[config.mk]
export PLATFORM = sky130hd
export DESIGN_NAME = nearest_unique_candidate_unit_flat
export DESIGN_NICKNAME = d
export VERILOG_FILES = /design/src/design/nuc_pkg.sv /design/src/design/nuc_in_if.sv /design/src/design/nuc_out_if.sv /design/src/design/nearest_unique_candidate_unit.sv /design/src/design/nuc_square.sv /design/src/design/nuc_search.sv /design/src/flat_wrapper.sv
export SDC_FILE = /design/constraint.sdc
export NUM_CORES = 1
export LEC_CHECK = 0
export ABC_AREA = 1
export BUFFER_PORTS_ARGS = -buffer_cell sky130_fd_sc_hd__buf_2
export CAP_MARGIN = 0
export CELL_PAD_IN_SITES_DETAIL_PLACEMENT = 0
export CELL_PAD_IN_SITES_GLOBAL_PLACEMENT = 1
export CORE_MARGIN = 4
export CORE_UTILIZATION = 49
export CTS_CLUSTER_DIAMETER = 150
export DETAILED_ROUTE_END_ITERATION = 10
export PLACE_DENSITY_LB_ADDON = 0.3
export SYNTH_ARGS = -nofsm -noshare
export SYNTH_HDL_FRONTEND = slang
export SYNTH_SLANG_ARGS = --single-unit
[constraint.sdc]
create_clock -name clk -period 10.1 [get_ports clk]
set_clock_uncertainty 0.1 [all_clocks]
set_input_delay 0.505 -clock clk [delete_from_list [all_inputs] [get_ports clk]]
set_output_delay 0.505 -clock clk [all_outputs]
set_load 0.005 [all_outputs]
[src/design/nuc_pkg.sv]
`timescale 1ns / 1ps
`default_nettype none
package nuc_pkg;

  localparam int DIM_MAX        = 128;
  localparam int MAX_CANDIDATES = 64;

  localparam int COORD_W      = 16;
  localparam int MAG_W        = COORD_W;
  localparam int SQ_W         = 2 * MAG_W;
  localparam int DIST_W       = 48;
  localparam int BEST_INDEX_W = 6;
  localparam int COORD_CNT_W  = $clog2(DIM_MAX + 1);
  localparam int CAND_CNT_W   = $clog2(MAX_CANDIDATES + 1);

  // Squared coordinate difference with the framing flags of its beat.
  typedef struct packed {
    logic [SQ_W-1:0] sq;
    logic            last_coord;
    logic            last_candidate;
  } sq_item_t;

endpackage
`default_nettype wire

[src/design/nuc_in_if.sv]
`timescale 1ns / 1ps
`default_nettype none
interface nuc_in_if;
  import nuc_pkg::*;

  logic                      valid;
  logic                      ready;
  logic signed [COORD_W-1:0] query_coord;
  logic signed [COORD_W-1:0] cand_coord;
  logic                      last_coord;
  logic                      last_candidate;

  modport source (
    output valid, query_coord, cand_coord, last_coord, last_candidate,
    input  ready
  );

  modport sink (
    input  valid, query_coord, cand_coord, last_coord, last_candidate,
    output ready
  );

endinterface
`default_nettype wire

[src/design/nuc_out_if.sv]
`timescale 1ns / 1ps
`default_nettype none
interface nuc_out_if;
  import nuc_pkg::*;

  logic                    valid;
  logic                    ready;
  logic                    match_found;
  logic [BEST_INDEX_W-1:0] best_index;
  logic                    overflowed;

  modport source (
    output valid, match_found, best_index, overflowed,
    input  ready
  );

  modport sink (
    input  valid, match_found, best_index, overflowed,
    output ready
  );

endinterface
`default_nettype wire

[src/design/nearest_unique_candidate_unit.sv]
`timescale 1ns / 1ps
`default_nettype none
// Path: a closing beat goes through the input, square and result registers in turn.
// Throughput: one coordinate beat per cycle, except that a closing beat stalls while
//   a previous result is untaken; set by the single accumulate and compare loop.
// Reset: synchronous, active low; clears the pipeline valids, the result valid and
//   the search state (best and second-best distances to all ones, counts to zero).
module nearest_unique_candidate_unit (
  input  wire logic clk,
  input  wire logic rst_n,
  nuc_in_if.sink    in_ch,
  nuc_out_if.source out_ch
);
  import nuc_pkg::*;

  // Squared difference handed from the square pipeline to the search stage.
  logic     sq_valid;
  logic     sq_ready;
  sq_item_t sq_item;

  // Register the beat, then form |q - c|^2 into a second register so the
  // multiplier stays off the accumulate loop.
  nuc_square u_square (
    .clk      (clk),
    .rst_n    (rst_n),
    .in_ch    (in_ch),
    .sq_valid (sq_valid),
    .sq_item  (sq_item),
    .sq_ready (sq_ready)
  );

  // Accumulate per candidate, track best and second best, and emit the
  // uniqueness verdict on the final candidate into the result register.
  // A closing beat waits only while a previous verdict is still untaken.
  nuc_search u_search (
    .clk      (clk),
    .rst_n    (rst_n),
    .sq_valid (sq_valid),
    .sq_item  (sq_item),
    .sq_ready (sq_ready),
    .out_ch   (out_ch)
  );

endmodule
`default_nettype wire

[src/design/nuc_square.sv]
`timescale 1ns / 1ps
`default_nettype none
module nuc_square (
  input  wire logic        clk,
  input  wire logic        rst_n,
  nuc_in_if.sink           in_ch,
  output logic             sq_valid,
  output nuc_pkg::sq_item_t sq_item,
  input  wire logic        sq_ready
);
  import nuc_pkg::*;

  logic                      s0_valid_r;
  logic signed [COORD_W-1:0] query_r;
  logic signed [COORD_W-1:0] cand_r;
  logic                      last_coord_r;
  logic                      last_cand_r;
  logic                      s1_valid_r;
  sq_item_t                  s1_item_r;
  sq_item_t                  s1_item_nxt;

  logic                      s0_ready;
  logic                      s1_ready;
  logic signed [COORD_W:0]   diff;
  logic        [COORD_W:0]   diff_neg;
  logic        [MAG_W-1:0]   mag;

  assign s1_ready    = !s1_valid_r || sq_ready;
  assign s0_ready    = !s0_valid_r || s1_ready;
  assign in_ch.ready = s0_ready;

  // Difference is exact in 17 bits; its magnitude fits in 16.
  always_comb begin
    diff     = {query_r[COORD_W-1], query_r} - {cand_r[COORD_W-1], cand_r};
    diff_neg = -diff;
    mag      = diff[COORD_W] ? diff_neg[MAG_W-1:0] : diff[MAG_W-1:0];
    s1_item_nxt.sq             = mag * mag;
    s1_item_nxt.last_coord     = last_coord_r;
    s1_item_nxt.last_candidate = last_cand_r;
  end

  always_ff @(posedge clk) begin
    if (!rst_n) begin
      s0_valid_r <= 1'b0;
      s1_valid_r <= 1'b0;
    end else begin
      if (s0_ready) begin
        s0_valid_r <= in_ch.valid;
      end
      if (s1_ready) begin
        s1_valid_r <= s0_valid_r;
      end
    end
  end

  always_ff @(posedge clk) begin
    if (s0_ready && in_ch.valid) begin
      query_r      <= in_ch.query_coord;
      cand_r       <= in_ch.cand_coord;
      last_coord_r <= in_ch.last_coord;
      last_cand_r  <= in_ch.last_candidate;
    end
    if (s1_ready && s0_valid_r) begin
      s1_item_r <= s1_item_nxt;
    end
  end

  assign sq_valid = s1_valid_r;
  assign sq_item  = s1_item_r;

endmodule
`default_nettype wire

[src/design/nuc_search.sv]
`timescale 1ns / 1ps
`default_nettype none
module nuc_search (
  input  wire logic               clk,
  input  wire logic               rst_n,
  input  wire logic               sq_valid,
  input  wire nuc_pkg::sq_item_t  sq_item,
  output logic                    sq_ready,
  nuc_out_if.source               out_ch
);
  import nuc_pkg::*;

  logic [DIST_W-1:0]       accum_r, accum_nxt;
  logic [DIST_W-1:0]       best_r, best_nxt;
  logic [DIST_W-1:0]       second_r, second_nxt;
  logic [BEST_INDEX_W-1:0] best_idx_r, best_idx_nxt;
  logic [CAND_CNT_W-1:0]   cand_cnt_r, cand_cnt_nxt;
  logic [COORD_CNT_W-1:0]  coord_cnt_r, coord_cnt_nxt;
  logic                    ovf_r, ovf_nxt;

  logic                    out_valid_r;
  logic                    match_r, match_nxt;
  logic [BEST_INDEX_W-1:0] index_r, index_nxt;
  logic                    out_ovf_r;

  logic                    take;
  logic                    end_cand;
  logic                    coord_room;
  logic [DIST_W-1:0]       cand_dist;

  // A closing beat needs a free result slot; other beats always flow.
  assign sq_ready = !sq_item.last_candidate || !out_valid_r || out_ch.ready;
  assign take     = sq_valid && sq_ready;
  assign end_cand = sq_item.last_coord || sq_item.last_candidate;

  always_comb begin
    coord_room = coord_cnt_r < COORD_CNT_W'(DIM_MAX);
    cand_dist  = coord_room ? accum_r + DIST_W'(sq_item.sq) : accum_r;

    accum_nxt     = cand_dist;
    coord_cnt_nxt = coord_room ? coord_cnt_r + 1'b1 : coord_cnt_r;
    best_nxt      = best_r;
    second_nxt    = second_r;
    best_idx_nxt  = best_idx_r;
    cand_cnt_nxt  = cand_cnt_r;
    ovf_nxt       = ovf_r;

    if (end_cand) begin
      if (cand_cnt_r < CAND_CNT_W'(MAX_CANDIDATES)) begin
        if (cand_dist < best_r) begin
          second_nxt   = best_r;
          best_nxt     = cand_dist;
          best_idx_nxt = BEST_INDEX_W'(cand_cnt_r);
        end else if (cand_dist < second_r) begin
          second_nxt = cand_dist;
        end
        cand_cnt_nxt = cand_cnt_r + 1'b1;
      end else begin
        ovf_nxt = 1'b1;
      end
      accum_nxt     = '0;
      coord_cnt_nxt = '0;
    end

    // A lone candidate always matches at index zero.
    if (cand_cnt_nxt <= CAND_CNT_W'(1)) begin
      match_nxt = 1'b1;
      index_nxt = '0;
    end else begin
      match_nxt = best_nxt < second_nxt;
      index_nxt = best_idx_nxt;
    end
  end

  always_ff @(posedge clk) begin
    if (!rst_n) begin
      accum_r     <= '0;
      best_r      <= '1;
      second_r    <= '1;
      best_idx_r  <= '0;
      cand_cnt_r  <= '0;
      coord_cnt_r <= '0;
      ovf_r       <= 1'b0;
      out_valid_r <= 1'b0;
    end else begin
      if (take && sq_item.last_candidate) begin
        out_valid_r <= 1'b1;
      end else if (out_ch.ready) begin
        out_valid_r <= 1'b0;
      end
      if (take) begin
        if (sq_item.last_candidate) begin
          // Close the set and start the next one from scratch.
          accum_r     <= '0;
          best_r      <= '1;
          second_r    <= '1;
          best_idx_r  <= '0;
          cand_cnt_r  <= '0;
          coord_cnt_r <= '0;
          ovf_r       <= 1'b0;
        end else begin
          accum_r     <= accum_nxt;
          best_r      <= best_nxt;
          second_r    <= second_nxt;
          best_idx_r  <= best_idx_nxt;
          cand_cnt_r  <= cand_cnt_nxt;
          coord_cnt_r <= coord_cnt_nxt;
          ovf_r       <= ovf_nxt;
        end
      end
    end
  end

  always_ff @(posedge clk) begin
    if (take && sq_item.last_candidate) begin
      match_r   <= match_nxt;
      index_r   <= index_nxt;
      out_ovf_r <= ovf_nxt;
    end
  end

  assign out_ch.valid       = out_valid_r;
  assign out_ch.match_found = match_r;
  assign out_ch.best_index  = index_r;
  assign out_ch.overflowed  = out_ovf_r;

endmodule
`default_nettype wire
[src/flat_wrapper.sv]
// flat-port wrapper written by rule: the top's interface ports become plain ports
module nearest_unique_candidate_unit_flat import nuc_pkg::*;
  (clk, rst_n, in_ch_valid, in_ch_query_coord, in_ch_cand_coord, in_ch_last_coord, in_ch_last_candidate, in_ch_ready, out_ch_valid, out_ch_match_found, out_ch_best_index, out_ch_overflowed, out_ch_ready);
  nuc_in_if in_ch_i ();
  nuc_out_if out_ch_i ();
  input  wire logic clk;
  input  wire logic rst_n;
  input wire logic [$bits(in_ch_i.valid)-1:0] in_ch_valid;
  input wire logic [$bits(in_ch_i.query_coord)-1:0] in_ch_query_coord;
  input wire logic [$bits(in_ch_i.cand_coord)-1:0] in_ch_cand_coord;
  input wire logic [$bits(in_ch_i.last_coord)-1:0] in_ch_last_coord;
  input wire logic [$bits(in_ch_i.last_candidate)-1:0] in_ch_last_candidate;
  output wire logic [$bits(in_ch_i.ready)-1:0] in_ch_ready;
  output wire logic [$bits(out_ch_i.valid)-1:0] out_ch_valid;
  output wire logic [$bits(out_ch_i.match_found)-1:0] out_ch_match_found;
  output wire logic [$bits(out_ch_i.best_index)-1:0] out_ch_best_index;
  output wire logic [$bits(out_ch_i.overflowed)-1:0] out_ch_overflowed;
  input wire logic [$bits(out_ch_i.ready)-1:0] out_ch_ready;
  assign in_ch_i.valid = in_ch_valid;
  assign in_ch_i.query_coord = in_ch_query_coord;
  assign in_ch_i.cand_coord = in_ch_cand_coord;
  assign in_ch_i.last_coord = in_ch_last_coord;
  assign in_ch_i.last_candidate = in_ch_last_candidate;
  assign in_ch_ready = in_ch_i.ready;
  assign out_ch_valid = out_ch_i.valid;
  assign out_ch_match_found = out_ch_i.match_found;
  assign out_ch_best_index = out_ch_i.best_index;
  assign out_ch_overflowed = out_ch_i.overflowed;
  assign out_ch_i.ready = out_ch_ready;
  nearest_unique_candidate_unit u_core (.clk(clk), .rst_n(rst_n), .in_ch(in_ch_i), .out_ch(out_ch_i));
endmodule
After elaboration in Yosys (flattened, before gate mapping):

Cells that the tools add are included.

* $mul: 1
* reduce and logical (&&, ||, !) cells: 16
* add/subtract/negate cells: 5
* order comparisons: 6
* muxes and demuxes: 28

Operators by type and width (number)
* $mux 48: 12
* $lt 48x48->1: 3
* $add 48x32->48: 1
* $mul 16x16->32: 1
* $mux 6: 4
* $mux 8: 3
* $mux 7: 3
* $sub 16x16->17: 1
* $mux 16: 1
* $neg 16->16: 1
* $add 8x1->8 const B: 1
* $lt 8x8->1 const B: 1
* $add 7x1->7 const B: 1
* $le 7x1->1 const B: 1
* $lt 7x7->1 const B: 1
* $logic_or 1x1->1: 5
* $mux 1: 5
* $logic_and 1x1->1: 4
* $logic_not 1->1: 4
* $reduce_bool 3->1: 1
* $reduce_and 2->1: 1
* $reduce_bool 2->1: 1

* output and inout port bits: 10
* bits in registers: 245
* word-level logic and storage cells: 76

Longest topological paths before layout:

* depth in word-level cells: 8
* mapped depth: 46

By module:

Synthesis repeated with hierarchy kept, for this count alone.

* cells, all modules: 3491
* area, all modules: 25673.4 µm²

By module, submodules not included
* nuc_search: area an instance 14625.3 µm², cells an instance 2254, times used 1
* nuc_square: area an instance 11048.1 µm², cells an instance 1237, times used 1

Worst setup path before layout:

OpenSTA, ideal clock, no wires.

* path kind: reg2reg
* from: register u_core.u_square.cand_r[0]
* to: register u_core.u_square.s1_item_r, in the netlist u_core.u_square.sq_item[25] (data pin)
* arrival time: 7.433 ns
* required time: 9.741 ns
* library setup time: 0.259 ns
* setup slack: 2.308 ns
* period minus slack after synthesis: 7.792 ns
* stages on the path, launching flop included: 35
* path through: edfxtp_1 ha_1 fa_1 o21ai_2 nand4_1 o2111ai_2 a21boi_2 o31ai_1 nand2_1 nand2_2 buf_6 nor2_2 xor2_1 inv_2 buf_4 nor2_2 inv_1 fa_1 fa_1 inv_1 fa_1 fa_1 fa_1 inv_1 fa_1 inv_1 ha_1 nand2_1 o21ai_1 a21oi_1 o21bai_1 a21boi_1 o21ai_0 a21oi_1 xnor2_1

RTL lines
* start: declaration: RTL line nuc_square.sv:15 `logic signed [COORD_W-1:0] cand_r;`
* start signal: assignment: RTL line nuc_square.sv:59 `cand_r <= in_ch.cand_coord;`
* end signal: assignment: RTL line nuc_square.sv:64 `s1_item_r <= s1_item_nxt;`
* end: declaration: RTL line nuc_square.sv:19 `sq_item_t s1_item_r;`

==> results.sh <==
export IMPL_pre_cts_ws_ns=1.37
export IMPL_fp_dieArea_mm2=0.0539
export IMPL_drt_initial_drc_count=1152
export IMPL_worstSetupEndpointType="register"
export IMPL_setup_slack_ns=1.41
export IMPL_grt_max_degree=143
export IMPL_die_y_um=232
export IMPL_area_growth_pct=8.93
export IMPL_start_util_pct=50.0
export IMPL_arrival_ns=8.93
export IMPL_post_cts_setup_buffer_count=0
export IMPL_fillCellCount=4763
export IMPL_finalHoldViolCount=0
export IMPL_min_path_type="in2reg"
export IMPL_cts_clk_slew_worst_paths_ns=0.06
export IMPL_slew_viol_final=0
export IMPL_firstDrtPassIters=5
export IMPL_ys_types=60
export IMPL_holdBufCountCts=34
export IMPL_clk_latency_ns=0.60
export IMPL_cts_made_buffers=31
export IMPL_grt_overflow=0
export IMPL_synthCells=3319
export IMPL_synth_area_mm2=0.0246
export IMPL_drive_gt1_share_pct=5.68
export IMPL_die_width_um=232
export IMPL_cts_buffer_depth=3
export IMPL_cts_tree="built"
export IMPL_crit_fanout=11
export IMPL_synthesis_nets=3811
export IMPL_cts_max_level=1
export IMPL_slowest_stage="xor2_2"
export IMPL_period_minus_slack_ns=8.69
export IMPL_rsz0062_at_grt="no"
export IMPL_pin_count=48
export IMPL_fin_tns_setup_ns=0
export IMPL_cts_root_buffer="clkbuf_16"
export IMPL_max_stage_delay_ns=0.54
export IMPL_cts_resized=0
export IMPL_synthFlopType="dfxtp_1"
export IMPL_route_antenna_remaining_nets=0
export IMPL_nets=3832
export IMPL_maxCapViolCount=0
export IMPL_synth_seq_area_share_pct=22.9
export IMPL_wl_per_cell_um=16.1
export IMPL_ys_ff_latch=244
export IMPL_min_period_over_period_pct=86.1
export IMPL_slew_headroom_pct=32.6
export IMPL_crit_required_ns=10.34
export IMPL_most_common_layout_cells="619 x nand2_1, 603 x inv_1, 339 x a21oi_1"
export IMPL_crit_top_cell="fa_1"
export IMPL_drc=0
export IMPL_ys_warn_count=0
export IMPL_antenna_found_initial=0
export IMPL_antenna_cells=0
export IMPL_num_vias=21500
export IMPL_track_usage_pct=24.1
export IMPL_final_common_cell="nand2_1"
export IMPL_fin_hold_ws_ns=0.112
export IMPL_outcome="completed"
export IMPL_setup_viol=0
export IMPL_synth_edff_count=75
export IMPL_routed_via_density=5.34
export IMPL_cts_sink_count=244
export IMPL_syn_area_per_cell_um2=7.42
export IMPL_dp_hpwl_um=48900
export IMPL_async_reset_ff_share_pct=0
export IMPL_place_congestion=0.958
export IMPL_portBuffers=47
export IMPL_grt_pass1_vias=21900
export IMPL_drt_wl_total_um=64800
export IMPL_grt_pass1_wl_um=108000
export IMPL_core_area_mm2=0.0493
export IMPL_startpoint_type="register"
export IMPL_num_rows=81
export IMPL_max_freq_mhz=115
export IMPL_worst_pin_slew_ns=1.01
export IMPL_path_class="reg2reg"
logic make-up (layout without fill, tap and decap cells):
group                    count (synthesis)  count (layout)  share of synthesized area, %
AND/OR/NAND/NOR                       1032            1032                          17.2
XOR/XNOR                                82              82                          3.10
buffers and inverters                  731             776                          11.3
adder cells (fa/ha/maj)                454             454                          28.1
AO/OA/AOI/OAI                          776             776                          17.4
flip-flops                             244             244                          22.9
final timing paths:
path / startpoint / endpoint / slack (ns) / cells after the start
max reg2reg: u_core.u_square.cand_r[0] / u_core.u_square.sq_item[25] / 1.41 / 34
max: u_core.u_square.cand_r[0] / u_core.u_square.sq_item[25] / 1.41 / 34
min: rst_n / u_core.u_search.out_ch.valid / 0.11 / 3
min reg2reg: u_core.u_square.last_cand_r / u_core.u_square.sq_item[0] / 0.33 / 0
flip-flops by register name, indices dropped and copies added (netlist names), 7 cells and up:
name,flops
u_core.u_square.cand_r,16
u_core.u_search.cand_cnt_r,7
u_core.u_search.coord_cnt_r,8
u_core.u_search.best_r,48
u_core.u_square.query_r,16
u_core.u_square.sq_item,33
u_core.u_search.second_r,48
u_core.u_search.accum_r,48
area by class of cell:
cell class,count,area [um2],area share (%)
inverter,616,2320,8.64
timing repair buffer,103,753,2.81
sequential,244,5640,21.0
clock inverter,22,254,0.947
multi-input combinational,2344,16200,60.5
tap,664,831,3.10
clock buffer,35,801,2.99
layer usage:
metal | vias to the layer above | track usage, % | wire (um)
li1 | 10800 | - | -
met1 | 10100 | 30.4 | 28500
met5 | - | 0 | 0
met4 | 0 | 6.84 | 1880
met2 | 478 | 43.8 | 31500
met3 | 121 | 2.64 | 2840
critical path, delay by kind of cell, from the launching register on:
kind,cells,cell delay [ns]
AOI/OAI and AO/OA,13,2.34
adders and majority gates,9,3.66
DFF,1,0.36
buffers and inverters,4,0.43
xor gates and xnor gates,2,0.69
and+or+nand+nor,6,0.84
through the flow:
stage	area [um2]	util [%]	std cells
after floorplan	24600	-	3319
after global placement	25400	51.6	3937
after detailed placement	25400	51.6	3937
after CTS	26800	54.5	4028
after global routing	26800	54.5	4028
final	26800	54.5	4028
synthesized netlist by cell type (all sizes together) (3+ instances only):
master	n	area share, %
dfxtp	169	14
o221ai	7	0.25
nor4	7	0.18
a21oi	341	7.0
or2	24	0.61
clkbuf	91	1.4
o21a	7	0.21
a21o	12	0.37
nor3	23	0.49
nand2	627	9.6
a211oi	12	0.37
nand4	21	0.53
a21boi	7	0.29
a31oi	22	0.56
fa	165	13
edfxtp	75	9.1
xnor2	22	0.87
o21ai	299	6.2
o2111ai	3	0.13
nand3	94	1.9
ha	289	15
inv	614	9.4
xor2	60	2.2
o211ai	25	0.78
and3	3	0.076
o22ai	15	0.38
nor2	223	3.5
nand3b	7	0.21
buf	24	0.55
o21bai	17	0.52
Power is left out: the tool's default activity adds up to more than one toggle a clock period on the data nets, which glitch-free logic cannot reach.
